$ cat src/design/qtg_div.sv
// Pipelined restoring divider: one quotient bit per stage, sideband carried along.
// Depends on nothing; used for tau = t/T and for the divisions by T.
module qtg_div #(
  parameter int NUM_W  = 24,
  parameter int DEN_W  = 20,
  parameter int SIDE_W = 1
) (
  input  logic              clk,
  input  logic              rst,
  input  logic              en,
  input  logic              in_valid,
  input  logic [NUM_W-1:0]  num,
  input  logic [DEN_W-1:0]  den,
  input  logic [DEN_W-1:0]  rem0,
  input  logic [SIDE_W-1:0] side_in,
  output logic              out_valid,
  output logic [NUM_W-1:0]  quot,
  output logic [SIDE_W-1:0] side_out
);

  logic [NUM_W-1:0]  vld;
  logic [DEN_W-1:0]  rem  [NUM_W];
  logic [NUM_W-1:0]  acc  [NUM_W];
  logic [SIDE_W-1:0] side [NUM_W];
  logic [DEN_W-1:0]  rem_next [NUM_W];
  logic [NUM_W-1:0]  acc_next [NUM_W];

  // one compare-subtract per stage; acc shifts numerator out, quotient in
  always_comb begin
    logic [DEN_W-1:0] pr;
    logic [NUM_W-1:0] pa;
    logic [DEN_W:0]   tr;
    logic             qb;
    for (int k = 0; k < NUM_W; k++) begin
      pr = (k == 0) ? rem0 : rem[(k == 0) ? 0 : k-1];
      pa = (k == 0) ? num  : acc[(k == 0) ? 0 : k-1];
      tr = {pr, pa[NUM_W-1]};
      qb = (tr >= {1'b0, den});
      rem_next[k] = qb ? DEN_W'(tr - {1'b0, den}) : tr[DEN_W-1:0];
      acc_next[k] = {pa[NUM_W-2:0], qb};
    end
  end

  always_ff @(posedge clk) begin
    if (rst) begin
      vld <= '0;
    end else if (en) begin
      vld <= {vld[NUM_W-2:0], in_valid};
    end
    if (en) begin
      for (int k = 0; k < NUM_W; k++) begin
        rem[k]  <= rem_next[k];
        acc[k]  <= acc_next[k];
        side[k] <= (k == 0) ? side_in : side[(k == 0) ? 0 : k-1];
      end
    end
  end

  assign out_valid = vld[NUM_W-1];
  assign quot      = acc[NUM_W-1];
  assign side_out  = side[NUM_W-1];

endmodule

$ cat config.mk
export PLATFORM = sky130hd
export DESIGN_NAME = qtg_div
export DESIGN_NICKNAME = d
export VERILOG_FILES = /design/src/design/qtg_div.sv
export SDC_FILE = /design/constraint.sdc
export NUM_CORES = 2
export LEC_CHECK = 0
export ABC_AREA = 0
export BUFFER_PORTS_ARGS = -buffer_cell sky130_fd_sc_hd__buf_2
export CORE_MARGIN = 8
export CORE_UTILIZATION = 60
export DETAILED_ROUTE_END_ITERATION = 8
export PLACE_DENSITY = 0.81
export SYNTH_ARGS = -nofsm -noshare
export SYNTH_HDL_FRONTEND = slang
export SYNTH_SLANG_ARGS = --single-unit
$ cat constraint.sdc
create_clock -name clk -period 8.7 [get_ports clk]
set_clock_uncertainty 0.05 [all_clocks]
set_input_delay 1.305 -clock clk [delete_from_list [all_inputs] [get_ports clk]]
set_output_delay 1.305 -clock clk [all_outputs]
set_load 0.01 [all_outputs]
==> flow_summary.toml <==
[global_routing]
grt_pass1_vias = 38790
grt_use_total_pct = 23.31
grt_pass1_wl_mm = 208.5
grt_max_degree = 183
gr-total-overflow = 0
antenna_found_initial = 1

[critical_path]
critPathCaptureType = "flip-flop"
cp_max_fo = 24
crit_chain = "buf_2 -> inv_1 -> buf_4 -> ha_1 -> nor2b_1 -> o21ai_1 -> a21boi_1 -> o31ai_1 -> a21oi_1 -> a31oi_1 -> nand2_1 -> a211oi_4 -> mux2_2"
crit_type = "in -> reg"
worst_path_largest_cell_delay_ns = 1.04
required_ns = 9.10
crit_arrival_ns = 5.82
worst_setup_path_start_kind = "primary input"
cp_slowest_cell = "a211oi_4"

[cts]
numCtsBuffers = 111
insertion_delay_ns = 0.73
cts_setup_buffers = 0
cts_tree = "yes"
cts_buffer_depth = 3
postCtsHoldBufs = 0
clk_transition_reported_paths_ns = 0.06
postCtsResizedCells = 0
cts.sink_count = 1084
cts-root-buf = "clkbuf_16"
h-tree-depth = 3

[synthesis]
syn_avg_cell_area_um2 = 12.15
async_flop_share_pct = 0
synthesis.area_um2 = 60330
postSynthCellCount = 4966
syn-num-nets = 5538
seq_area_frac_synth_pct = 53.56
synth.distinct_cells = 97
ys_ff_latch = 1084
synth-main-ff-cell = "edfxtp_1"
synth_edf_count = 1060
ys.warnings.count = 0

[floorplan]
initial_core_util_pct = 60.41
design.core.area_um2 = 99860
die_w_um = 333.1
ios = 95
fp.dieArea_um2 = 110900
rows = 116
die_h_um = 333.1

[route]
drc_errors = 0
vias = 40090
drtAntennaViolNets = 0
drt_pass1_iterations = 6
wl_mm = 134.0
drt_iter0_markers = 3418
wl_per_cell_um = 20.60
viasPerCell = 6.166

[timing]
grt_setup_unrepaired = "false"
finalCritPeriodShare_pct = 62.37
setup_viol = 0
tightest_slew_ns = 1.297
timing.final.hold_violations = 0
finalMaxSlewViolations = 0
maxSlewHeadroom_pct = 13.56
fin_crit_ns = 5.427
max_freq_mhz = 184.3
tns_ns = 0

[final_layout]
fill_cells = 7297
num_antenna_cells = 0
drive_above_1_share_pct = 7.919
final_common_cell = "edfxtp_1"
postLayoutCoreUtil_pct = 66.29
syn_to_final_growth_pct = 9.736
final_cell_mix = "1060 x edfxtp_1, 480 x ha_1, 355 x a21oi_1"
fin_area_um2 = 66200
nets = 5681

[flow_run]
max_cap_viol_count = 0

[placed_design]
port_buffers = 94
dp_hpwl_mm = 92.58
place_area_um2 = 62400
place_congestion = 0.9591

[power_and_ir_drop]
p_leak_nw = 25.82
peakVddDrop_v = 0.0002076
power_density_nw_per_um2 = 377.9

[worst_hold_path]
hold_class = "reg -> reg"

[status]
status = "complete, no violations"
-- worst paths after layout --
path                            cells past startpoint  slack [ns]          to  startpoint
worst max-delay path                               13        3.27  rem[2][78]      den[1]
worst min register to register                      0        0.35  acc[1][42]  acc[1][17]
worst max register to register                     10        4.51  rem[2][28]   rem[2][0]
worst min-delay path                                0        0.35  acc[1][42]  acc[1][17]
-- cells by family (layout without fill, tap and decap cells) --
kind of cell | count (synthesis) | after routing | share of synthesized area, %
AO/OA/AOI/OAI | 1265 | 1265 | 13.45
AND/OR/NAND/NOR | 1153 | 1153 | 9.269
flip-flops | 1084 | 1084 | 53.56
adder cells (fa/ha/maj) | 503 | 503 | 10.72
XOR/XNOR | 333 | 333 | 4.835
multiplexers | 332 | 332 | 6.075
buffers and inverters | 296 | 533 | 2.091
-- Yosys cell counts (all sizes together) (43+ instances only) --
cell type | number | area [um^2]
a21oi | 356 | 1782
nor2b | 76 | 475.5
nor3 | 82 | 415.4
mux2 | 273 | 3074
nand3 | 78 | 390.4
ha | 480 | 6006
edfxtp | 1060 | 31830
nor2 | 340 | 1276
nand2 | 281 | 1055
a211oi | 43 | 322.8
clkbuf | 61 | 229.0
mux2i | 59 | 590.6
a21o | 184 | 1381
xnor2 | 210 | 1839
o21a | 74 | 555.5
buf | 58 | 367.9
nand2b | 60 | 375.4
o21ai | 294 | 1475
a31oi | 49 | 336.6
inv | 176 | 660.6
xor2 | 123 | 1077
nand4 | 60 | 375.4
-- registers in the layout (all words and copies together), names as in the netlist --
name / count
acc: 576
rem: 460
side: 24
vld: 24
-- cell type report --
class / instances / area (um^2) / share of cell area, %
Clock buffer: 129 / 2867 / 4.330
Inverter: 177 / 664.4 / 1.004
Timing Repair Buffer: 149 / 980.9 / 1.482
Multi-Input combinational cell: 3586 / 26820 / 40.52
Tap cell: 1298 / 1624 / 2.453
Clock inverter: 78 / 927.1 / 1.401
Sequential cell: 1084 / 32310 / 48.81
-- where the power goes --
part           internal, W  leakage (nW)  switching [W]  total, W
Clock              0.00288          1.84        0.00206   0.00494
Sequential         0.00786          10.5       0.000930   0.00879
Combinational      0.00502          13.4        0.00626    0.0113
Total               0.0158          25.8        0.00925    0.0250
-- per-layer routing --
layer,vias up,track usage [%],wire length [um]
met2,1381,38.71,62670
met4,0,9.980,5851
li1,19230,-,-
met3,326,3.560,9128
met5,-,0,0
met1,19150,30.54,56310
-- worst max-delay path, delay by kind of cell --
| family | cells | cell delay [ns] |
|---|---|---|
| compound gates | 6 | 2.40 |
| fa+ha+maj | 1 | 0.38 |
| buf+inv | 3 | 0.96 |
| mux | 1 | 0.44 |
| simple gates | 2 | 0.30 |
-- per-stage QoR --
| step | total power (W) | hold WS (ns) | cells | setup WS [ns] |
|---|---|---|---|---|
| floorplan | 0.01719 | 0.3503 | 4966 | 3.992 |
| global placement | 0.01957 | 0.3502 | 6294 | 2.642 |
| detailed placement | 0.01985 | 0.3545 | 6294 | 2.629 |
| CTS | 0.02496 | 0.3597 | 6501 | 3.368 |
| global route | 0.02659 | 0.3677 | 6501 | 3.037 |
| finish | 0.02502 | 0.3467 | 6501 | 3.273 |
Power figures use the tool's default switching activity.
